$ cat src/hdl/nmea_gga_sentence_capture_macros.svh
// assertion macros shared by the gga sentence capture rtl
`ifndef NMEA_GGA_SENTENCE_CAPTURE_MACROS_SVH
`define NMEA_GGA_SENTENCE_CAPTURE_MACROS_SVH

// a condition that must hold at every clock edge out of reset
`define NGSC_ASSERT_ALWAYS(lbl, cond, msg) \
   lbl: assert property (@(posedge clock) disable iff (reset) (cond)) else $error(msg);

// a condition that must hold in the cycle after a trigger
`define NGSC_ASSERT_NEXT(lbl, trig, cond, msg) \
   lbl: assert property (@(posedge clock) disable iff (reset) (trig) |=> (cond)) \
      else $error(msg);

`endif

$ cat src/hdl/ngsc_pkg.sv
// types, character constants and header check shared by the gga capture block
`default_nettype none

package ngsc_pkg;

   localparam int BYTE_W    = 8;
   localparam int INDEX_W   = 7;
   localparam int LEN_W     = 7;
   localparam int HEADER_LEN = 6;

   localparam logic ACT_RX   = 1'b0;
   localparam logic ACT_READ = 1'b1;

   localparam logic [BYTE_W-1:0] CHAR_DOLLAR = 8'h24;
   localparam logic [BYTE_W-1:0] CHAR_G      = 8'h47;
   localparam logic [BYTE_W-1:0] CHAR_P      = 8'h50;
   localparam logic [BYTE_W-1:0] CHAR_N      = 8'h4E;
   localparam logic [BYTE_W-1:0] CHAR_A      = 8'h41;
   localparam logic [BYTE_W-1:0] CHAR_CR     = 8'h0D;
   localparam logic [BYTE_W-1:0] CHAR_LF     = 8'h0A;

   typedef enum logic [1:0] {
      PHASE_WAIT_DOLLAR = 2'd0,
      PHASE_HEADER      = 2'd1,
      PHASE_WAIT_CR     = 2'd2,
      PHASE_WAIT_LF     = 2'd3
   } phase_type;

   typedef struct packed {
      logic                 action;
      logic [BYTE_W-1:0]    rx_byte;
      logic [INDEX_W-1:0]   read_index;
   } item_type;

   typedef struct packed {
      logic                 done;
      logic [LEN_W-1:0]     length;
      logic                 rd_ok;
   } result_type;

   typedef struct packed {
      logic wr_en;
      logic wr_bank;
      logic rd_en;
      logic rd_bank;
   } mem_ctl_type;

   // expected character at each header position, "$G?GGA" with ? = P or N
   function automatic logic header_ok(input logic [2:0] pos, input logic [BYTE_W-1:0] b);
      logic ok;
      case (pos)
         3'd0:    ok = (b == CHAR_DOLLAR);
         3'd1:    ok = (b == CHAR_G);
         3'd2:    ok = (b == CHAR_P) || (b == CHAR_N);
         3'd3:    ok = (b == CHAR_G);
         3'd4:    ok = (b == CHAR_G);
         3'd5:    ok = (b == CHAR_A);
         default: ok = 1'b1;
      endcase
      return ok;
   endfunction

endpackage

`default_nettype wire

$ cat src/hdl/ngsc_ram.sv
// two-bank byte store: receive bank written, capture bank read, registered read data
`default_nettype none

module ngsc_ram #(
   parameter int PW      = 7
) (
   input  wire logic                        clock,
   input  wire ngsc_pkg::mem_ctl_type       ctl,
   input  wire logic [PW-1:0]               wr_addr,
   input  wire logic [ngsc_pkg::BYTE_W-1:0] wr_data,
   input  wire logic [PW-1:0]               rd_addr,
   output logic [ngsc_pkg::BYTE_W-1:0]      rd_data
);
   import ngsc_pkg::*;

   // each bank spans the full position range so {bank, addr} stays in bounds
   logic [BYTE_W-1:0] mem_ff [2**(PW+1)];
   logic [BYTE_W-1:0] rd_data_ff;

   always_ff @(posedge clock) begin
      if (ctl.wr_en) begin
         mem_ff[{ctl.wr_bank, wr_addr}] <= wr_data;
      end
      if (ctl.rd_en) begin
         rd_data_ff <= mem_ff[{ctl.rd_bank, rd_addr}];
      end
   end

   assign rd_data = rd_data_ff;

endmodule

`default_nettype wire

$ cat src/hdl/ngsc_framer.sv
// sentence framer: phase, write position, header check, commit by bank swap
`default_nettype none

module ngsc_framer #(
   parameter int BUF_LEN = 128,
   parameter int PW      = 7
) (
   input  wire logic                        clock,
   input  wire logic                        reset,
   input  wire logic                        step,
   input  wire ngsc_pkg::item_type          item,
   output ngsc_pkg::result_type             result,
   output ngsc_pkg::mem_ctl_type            mem_ctl,
   output logic [PW-1:0]                    wr_addr,
   output logic [ngsc_pkg::BYTE_W-1:0]      wr_data,
   output logic [PW-1:0]                    rd_addr
);
   import ngsc_pkg::*;

   localparam int XW = PW + INDEX_W;

   phase_type     phase_ff, phase_in;
   logic [PW-1:0] write_pos_ff, write_pos_in;
   logic          header_match_ff, header_match_in;
   logic          cap_bank_ff, cap_bank_in;
   logic [PW-1:0] cap_len_ff, cap_len_in;

   logic [PW:0]   pos_inc;
   logic [XW-1:0] idx_ext;
   logic [XW-1:0] len_ext;
   logic          hm_now;
   logic          done;

   always_ff @(posedge clock) begin
      if (reset) begin
         phase_ff        <= PHASE_WAIT_DOLLAR;
         write_pos_ff    <= '0;
         header_match_ff <= 1'b1;
         cap_bank_ff     <= 1'b0;
         cap_len_ff      <= '0;
      end else begin
         phase_ff        <= phase_in;
         write_pos_ff    <= write_pos_in;
         header_match_ff <= header_match_in;
         cap_bank_ff     <= cap_bank_in;
         cap_len_ff      <= cap_len_in;
      end
   end

   always_comb begin
      pos_inc         = {1'b0, write_pos_ff} + (PW+1)'(1);
      idx_ext         = XW'(item.read_index);
      hm_now          = header_match_ff & header_ok(write_pos_ff[2:0], item.rx_byte);
      phase_in        = phase_ff;
      write_pos_in    = write_pos_ff;
      header_match_in = header_match_ff;
      cap_bank_in     = cap_bank_ff;
      cap_len_in      = cap_len_ff;
      done            = 1'b0;

      if (step && (item.action == ACT_RX)) begin
         if (pos_inc >= (PW+1)'(BUF_LEN)) begin
            // buffer full: drop the run and start over
            phase_in     = PHASE_WAIT_DOLLAR;
            write_pos_in = '0;
         end else begin
            write_pos_in = pos_inc[PW-1:0];
            case (phase_ff)
               PHASE_WAIT_DOLLAR: begin
                  if (item.rx_byte == CHAR_DOLLAR) begin
                     phase_in        = PHASE_HEADER;
                     header_match_in = 1'b1;
                  end else begin
                     write_pos_in = '0;
                  end
               end
               PHASE_HEADER: begin
                  header_match_in = hm_now;
                  if (pos_inc == (PW+1)'(HEADER_LEN)) begin
                     if (hm_now) begin
                        phase_in = PHASE_WAIT_CR;
                     end else begin
                        phase_in     = PHASE_WAIT_DOLLAR;
                        write_pos_in = '0;
                     end
                  end
               end
               PHASE_WAIT_CR: begin
                  if (item.rx_byte == CHAR_CR) begin
                     phase_in = PHASE_WAIT_LF;
                  end
               end
               PHASE_WAIT_LF: begin
                  if (item.rx_byte == CHAR_LF) begin
                     // receive bank becomes the capture bank
                     cap_bank_in  = ~cap_bank_ff;
                     cap_len_in   = pos_inc[PW-1:0];
                     phase_in     = PHASE_WAIT_DOLLAR;
                     write_pos_in = '0;
                     done         = 1'b1;
                  end
               end
               default: begin
                  phase_in = PHASE_WAIT_DOLLAR;
               end
            endcase
         end
      end

      len_ext = XW'(cap_len_in);

      result.done   = done;
      result.length = len_ext[LEN_W-1:0];
      result.rd_ok  = step && (item.action == ACT_READ)
                      && (idx_ext < XW'(cap_len_ff)) && (idx_ext < XW'(BUF_LEN));

      mem_ctl.wr_en   = step && (item.action == ACT_RX);
      mem_ctl.wr_bank = ~cap_bank_ff;
      mem_ctl.rd_en   = step && (item.action == ACT_READ);
      mem_ctl.rd_bank = cap_bank_ff;

      wr_addr = write_pos_ff;
      wr_data = item.rx_byte;
      rd_addr = idx_ext[PW-1:0];
   end

endmodule

`default_nettype wire

$ cat src/hdl/nmea_gga_sentence_capture.sv
// top level of the gga sentence capture block: input register, framer, store, result register
//
//   channel  dir  tdata (low bit up)                           side band
//   req_     in   rx_byte[7:0], read_index[14:8], pad[15]      tuser = action
//   rsp_     out  sentence_length[6:0], read_byte[14:7], pad   tlast = sentence_done
//
// one word accepted per cycle, sustained while rsp_ is not stalled; a result is offered in the
//   cycle after its word moves on from the input register into the result register
// the rate is set by the single framer update and one store access per word
// a stalled rsp_ side holds the result register; req_ keeps taking a word while the
//   input register can move on, so at most two words are held inside
// synchronous active-high reset clears phase, position, length and both valid flags;
//   the byte store is not cleared and is only read below the committed length
`default_nettype none
`include "nmea_gga_sentence_capture_macros.svh"

module nmea_gga_sentence_capture #(
   parameter int BUF_LEN = 128
) (
   input  wire logic        clock,
   input  wire logic        reset,
   // input words
   input  wire logic        req_tvalid,
   output logic             req_tready,
   input  wire logic [15:0] req_tdata,   // rx_byte[7:0], read_index[14:8], zero[15]
   input  wire logic        req_tuser,   // action
   // result words
   output logic             rsp_tvalid,
   input  wire logic        rsp_tready,
   output logic [15:0]      rsp_tdata,   // sentence_length[6:0], read_byte[14:7], zero[15]
   output logic             rsp_tlast    // sentence_done
);
   import ngsc_pkg::*;

   localparam int PW = $clog2(BUF_LEN);

   // input register
   logic       a_valid_ff, a_valid_in;
   item_type   a_item_ff;

   // result register (read byte is held inside the store)
   logic       b_valid_ff, b_valid_in;
   result_type b_res_ff;

   logic        advance;
   result_type  res;
   mem_ctl_type mem_ctl;
   logic [PW-1:0]     wr_addr;
   logic [PW-1:0]     rd_addr;
   logic [BYTE_W-1:0] wr_data;
   logic [BYTE_W-1:0] rd_data;
   logic [BYTE_W-1:0] read_byte;

   // the word in the input register moves on when the result register is free or drains
   assign advance    = a_valid_ff && (!b_valid_ff || rsp_tready);
   assign req_tready = !a_valid_ff || advance;
   assign a_valid_in = (req_tvalid && req_tready) || (a_valid_ff && !advance);
   assign b_valid_in = advance || (b_valid_ff && !rsp_tready);

   always_ff @(posedge clock) begin
      if (reset) begin
         a_valid_ff <= 1'b0;
         b_valid_ff <= 1'b0;
      end else begin
         a_valid_ff <= a_valid_in;
         b_valid_ff <= b_valid_in;
      end
   end

   always_ff @(posedge clock) begin
      if (req_tvalid && req_tready) begin
         a_item_ff.action     <= req_tuser;
         a_item_ff.rx_byte    <= req_tdata[7:0];
         a_item_ff.read_index <= req_tdata[14:8];
      end
      if (advance) begin
         b_res_ff <= res;
      end
   end

   ngsc_framer #(
      .BUF_LEN (BUF_LEN),
      .PW      (PW)
   ) u_framer (
      .clock   (clock),
      .reset   (reset),
      .step    (advance),
      .item    (a_item_ff),
      .result  (res),
      .mem_ctl (mem_ctl),
      .wr_addr (wr_addr),
      .wr_data (wr_data),
      .rd_addr (rd_addr)
   );

   ngsc_ram #(
      .PW      (PW)
   ) u_ram (
      .clock   (clock),
      .ctl     (mem_ctl),
      .wr_addr (wr_addr),
      .wr_data (wr_data),
      .rd_addr (rd_addr),
      .rd_data (rd_data)
   );

   // bytes at or past the committed length read as zero, as do received-byte words
   assign read_byte  = b_res_ff.rd_ok ? rd_data : '0;
   assign rsp_tvalid = b_valid_ff;
   assign rsp_tlast  = b_res_ff.done;
   assign rsp_tdata  = {1'b0, read_byte, b_res_ff.length};

   // a commit only comes from a received byte, never from a read
   `NGSC_ASSERT_ALWAYS(a_done_no_read, !(rsp_tvalid && rsp_tlast && (read_byte != '0)), "done data")
   // both registers full and the output stalled: no room for another word
   `NGSC_ASSERT_ALWAYS(a_no_overrun, !(a_valid_ff && b_valid_ff && !rsp_tready && req_tready), "overrun")
   // a word moved on is offered on the result side next cycle
   `NGSC_ASSERT_NEXT(a_advance_shows, advance, rsp_tvalid, "advanced word not presented")

endmodule

`default_nettype wire
$ cat config.mk
export PLATFORM = sky130hd
export DESIGN_NAME = nmea_gga_sentence_capture
export DESIGN_NICKNAME = d
export VERILOG_FILES = /design/src/hdl/ngsc_pkg.sv /design/src/hdl/ngsc_ram.sv /design/src/hdl/ngsc_framer.sv /design/src/hdl/nmea_gga_sentence_capture.sv
export VERILOG_INCLUDE_DIRS = /design/src /design/src/hdl
export SDC_FILE = /design/constraint.sdc
export NUM_CORES = 2
export LEC_CHECK = 0
export BUFFER_PORTS_ARGS = -buffer_cell sky130_fd_sc_hd__buf_2
export CAP_MARGIN = 20
export CELL_PAD_IN_SITES_DETAIL_PLACEMENT = 0
export CELL_PAD_IN_SITES_GLOBAL_PLACEMENT = 1
export CORE_ASPECT_RATIO = 1.5
export CORE_MARGIN = 4
export CORE_UTILIZATION = 35
export DETAILED_ROUTE_END_ITERATION = 10
export GPL_ROUTABILITY_DRIVEN = 0
export PLACE_DENSITY = 0.64
export SETUP_SLACK_MARGIN = 0.02
export SYNTH_ARGS = -nofsm -noshare
export SYNTH_HDL_FRONTEND = slang
export SYNTH_SLANG_ARGS = --single-unit
$ cat constraint.sdc
create_clock -name clock -period 8.65 [get_ports clock]
set_input_delay 1.2975 -clock clock [delete_from_list [all_inputs] [get_ports clock]]
set_output_delay 1.2975 -clock clock [all_outputs]
set_load 0.01 [all_outputs]
======== Word-level counts from Yosys, hierarchy flattened ========
Memory sizes are Yosys's and may differ from the RTL's. A register that Yosys moved wholly into a read port is not among the register bits.
Cells that the tools add are included.
cells by class
  reduce and logical (&&, ||, !) cells .... 24
  equality and inequality tests ........... 21
  bitwise gates (word level) .............. 6
  mux-type cells .......................... 24
  order comparisons ....................... 2
  $add $sub $neg .......................... 1
operators with widths
  kind                                                 number
  two-way mux 7 bit                                    9
  equality test 8 x 7 -> 1 bit, second input constant  4
  one-hot mux 7 bit (3 select lines)                   1
  equality test 8 x 4 -> 1 bit, second input constant  2
  two-way mux 2 bit                                    6
  != test 3 x 1 -> 1 bit, second input constant        4
  adder 7 x 1 -> 8 bit, second input constant          1
  equality test 8 x 3 -> 1 bit, second input constant  1
  equality test 8 x 6 -> 1 bit, second input constant  1
  >= comparator 8 bit, second input constant           1
  two-way mux 8 bit                                    1
  one-hot mux 2 bit (4 select lines)                   1
  AND reduction 4 bit                                  2
  logical AND 1 bit                                    7
  less-than comparator 7 bit                           1
  equality test 3 x 2 -> 1 bit, second input constant  2
  equality test 3 bit, second input constant           2
  OR reduction 3 bit                                   2
  logical OR 1 bit                                     5
  NOT 1 bit                                            5
  AND reduction 5 bit                                  1
  equality test 2 bit, second input constant           2
  zero test 1 bit                                      4
  two-way mux 1 bit                                    4
  other kinds (9)                                      9
word-level totals
  memories kept ........................... 1
  bits in writable memories ............... 2048
  output and inout bits ................... 19
  register bits after elaboration ......... 45
  input port bits ......................... 21
memories
  name          words  width  read ports  clocked after memory_dff  wr ports  RTL line        source
  u_ram.mem_ff  256    8      1           1                         1         ngsc_ram.sv:17  logic [BYTE_W-1:0] mem_ff [2**(PW+1)];

======== Depth between registers and ports, before layout ========
  word-level depth ........................ 8
  depth in mapped cells ................... 13

======== Modules after synthesis ========
Synthesis repeated with hierarchy kept, for this count alone.
unflattened totals
  cells, all modules ...................... 3981
  area, all modules ....................... 82083.7 µm²
by module, submodules not included
  module                     sequential area each (µm²)  times used  cells an instance  area an instance (µm²)
  ngsc_ram                   61739.2                     1           3733               79636.4
  ngsc_framer                360.3                       1           196                1478.9
  nmea_gga_sentence_capture  790.8                       1           52                 968.4

======== Least setup slack after synthesis ========
OpenSTA, ideal clock, no wires.
  path type ............................... register -> register
  start ................................... register a_item_ff[8] in the netlist's numbering
  end ..................................... register b_res_ff, in the netlist rsp_tdata[4] (data pin)
  stages on the path, launching flop included .. 8
  buffers on the path ..................... 1
  required time ........................... 8.383 ns
  setup slack ............................. 3.372 ns
  arrival time ............................ 5.011 ns
  cells stage by stage .................... edfxtp_1 nor3b_1 nand4_1 or2_2 or2_2 inv_2 buf_2 o21ai_0
RTL lines
  what                  RTL line                         source
  start, declared       nmea_gga_sentence_capture.sv:39  item_type a_item_ff;
  end signal, assigned  nmea_gga_sentence_capture.sv:77  b_res_ff <= res;
  end, declared         nmea_gga_sentence_capture.sv:43  result_type b_res_ff;

==> summary.md <==
| Metric | Value |
|---|---|
| Status | `finished, violations left` |
| # fillers | `20.61k` |
| Area added between synthesis and finish | `12.07%` |
| WL final | `203500 um` |
| Fmax | `0.2311 GHz` |
| Failing checks | `max-slew violations` |
| Ys flop type | `edfxtp_1` |
| Die Height | `599.2 um` |
| Worst VDD drop | `0.0001528 V` |
| Final Hold Fails | `0` |
| Sequential Power Share | `0.545` |
| Min Clock Period, post-route | `4327 ps` |
| Data arrival, critical path | `4840 ps` |
| Crit path cell chain | `buf_12, buf_4, mux4_2, mux4_2, nor2b_1, a211oi_1, nor2_1, o2bb2ai_1, a31oi_1` |
| Synth Cell Area | `81550 um^2` |
| Post-CTS sizing | `0` |
| Slowest-stage cell, CP | `buf_4` |
| Cell area power density | `225.1 nW/um^2` |
| Syn nets | `3764` |
| DP Cell Count | `6678` |
| Core footprint | `231300 um^2` |
| CTS root buf | `clkbuf_16` |
| Clock power frac | `0.410` |
| Mean Syn Cell Area | `21.85 um^2` |
| Clk_skew | `56.89 ps` |
| Number of synthesized flops with an enable pin | `2081` |
| Max stage delay on crit path | `820 ps` |
| Asr flop ratio synth | `0` |
| Sink Count | `2101` |
| First-pass GRT wire length | `291300 um` |
| Leak | `27.63 nW` |
| Initial Util | `0.3525` |
| Highest-count cells in the layout ignoring fill and taps | `edfxtp_1 (2081), mux4_2 (548), nor2_1 (277)` |
| Number of synthesis warnings | `0` |
| Seq cells post-synth | `2101` |
| Grt ovf | `0` |
| First-pass DRT Iterations | `5` |
| Worst-path fanout max | `61` |
| Die area | `240900 um^2` |
| Headroom to the max-slew limit | `-0.1720` |
| Hold-fix buffers, CTS | `0` |
| Postcts setup bufs | `0` |
| Clock Tree Buf Depth | `4` |
| Top-Level Pins | `40` |
| Worst hold path type | `flip-flop to flip-flop` |
| Yosys cell types | `60` |
| Worst Setup Start Kind | `flip-flop` |
| H-tree levels | `4` |
| Final Slew Violations | `120` |
| Commonest non-fill, non-tap cell in the layout | `edfxtp_1` |
| Overall routing resource usage | `0.1673` |
| Seq/Total Area, Yosys | `0.7712` |
| Switch share | `0.2092` |
| Non-Filler Instances | `7032` |
| CTS tree | `built` |
| First DRT Iteration DRCs | `3129` |
| Final Cycle Share | `0.5002` |
| Critical Path Most Common Cell | `mux4_2` |
| MaxCap Viol Count | `0` |
| Die width | `402.1 um` |
| Worst Setup End Kind | `flip-flop` |
| Antenna-violating nets left | `0` |
| Comb pwr share | `0.045` |
| Sum Neg Setup Slack | `0 ps` |
| Worst path bufs/invs | `2` |
| Vias in the first global route | `39.50k` |
| Num rows | `216` |
| # DRC | `0` |
| Int Pwr | `16.27 mW` |
| Cells after Synth | `3732` |
| Worst Tran Pin Value | `1758 ps` |
| Switching power total | `4.304 mW` |
| Initial antenna violation count | `1` |
| Final #Nets | `3862` |
| Reg clk slew, reported paths | `70 ps` |
| Routed via count | `37.36k` |
| Largest net degree at the start of global routing | `259` |
| Final setup fails | `0` |
| CTS buffer count | `201` |
| Drt via density | `5.313` |
| PortBufs | `37` |
| Critical path required time | `9160 ps` |
| Delay-heaviest family, CP | `buffers and inverters` |
| Wire length per cell | `28.94 um` |
| Skew-Pair Late Insertion Delay | `850 ps` |
| Layout cells sized above 1 | `0.2416` |
| Unrepaired setup endpoints after global routing | `no` |
| Post-DP HPWL | `125400 um` |
| Setup CP Type | `flip-flop to flip-flop` |
-- stage by stage --
step | utilization | instance area [um^2] | total power, mW | hold WS [ps] | worst slack (ps)
floorplan | - | 81550 | 12.05 | 491.6 | 3372
global placement | 0.3682 | 85190 | 12.36 | 523.5 | 4118
detailed placement | 0.3684 | 85220 | 12.38 | 532.3 | 4074
CTS | 0.3950 | 91380 | 20.78 | 546.4 | 4387
global route | 0.3951 | 91390 | 21.19 | 596.4 | 4258
finish | 0.3951 | 91400 | 20.58 | 545.0 | 4323
-- power by group through the flow --
stage          logic [mW]  clock network [mW]  registers, mW
2_1_floorplan       0.518                   0           11.5
3_3_place_gp        0.929                   0           11.4
3_5_place_dp        0.946                   0           11.4
4_1_cts             0.947                8.62           11.2
5_1_grt             0.978                9.00           11.2
6_report            0.921                8.44           11.2
-- cells by family after synthesis --
logic type / count (synthesis) / synth area share
DFF: 2101 / 0.7712
muxes: 656 / 0.1648
and+or+nand+nor: 485 / 0.02677
AOI/OAI and AO/OA: 243 / 0.02079
buffers and inverters: 229 / 0.01405
adders and majority gates: 11 / 0.001688
xor gates and xnor gates: 6 / 0.0006444
other: 1 / 0.00004598
-- synth_stat cells (31+ instances only) --
cell	n	share of area
edfxtp_1	2081	0.77
mux4_2	548	0.15
nor2_1	278	0.013
mux2i_1	94	0.012
clkbuf_1	88	0.0041
nand2_1	57	0.0026
buf_2	52	0.0032
buf_4	43	0.0040
nand3_1	40	0.0025
a22oi_1	38	0.0035
o21ai_0	34	0.0021
a21oi_1	31	0.0019
-- state kept, by name, summed over array words and instances (netlist names), 2 cells and up --
signal	cells
u_framer.cap_len_ff	7
u_framer.phase_ff	2
rsp_tdata	7
u_ram.mem_ff	2048
u_framer.wr_addr	7
a_item_ff	16
u_ram.rd_data	8
-- worst paths after layout --
kind / cells past startpoint / slack, ps / startpoint / to
worst max-delay path: 9 / 4320 / a_item_ff[1]$_DFFE_PP_ / u_ram.rd_data[3]$_DFFE_PP_
worst max register to register: 9 / 4320 / a_item_ff[1]$_DFFE_PP_ / u_ram.rd_data[3]$_DFFE_PP_
worst min register to register: 2 / 550 / a_valid_ff$_SDFF_PP0_ / rsp_tvalid$_SDFF_PP0_
worst min-delay path: 2 / 550 / a_valid_ff$_SDFF_PP0_ / rsp_tvalid$_SDFF_PP0_
-- final cells by class --
| class | count | area, um^2 | share of cell area |
|---|---|---|---|
| Timing Repair Buffer | 110 | 928.4 | 0.01016 |
| Tap cell | 3052 | 3819 | 0.04178 |
| Multi-Input combinational cell | 1402 | 17540 | 0.1919 |
| Antenna cell | 2 | 5.005 | 0.00005476 |
| Clock inverter | 124 | 1012 | 0.01108 |
| Sequential cell | 2101 | 62890 | 0.6881 |
| Clock buffer | 227 | 5149 | 0.05633 |
| Inverter | 14 | 52.55 | 0.0005750 |
-- metal layers --
layer / track usage / routed length (um)
met5: 0 / 0
met4: 0.06966 / 9137
met1: 0.1968 / 75030
met2: 0.3082 / 110200
met3: 0.02143 / 9116
-- worst min-delay path: cells and delay by family (launching register included) --
kind | cells | cell delay, ps
flops | 1 | 350
simple gates | 2 | 160
Note: power is estimated with default switching activity, not from simulation.
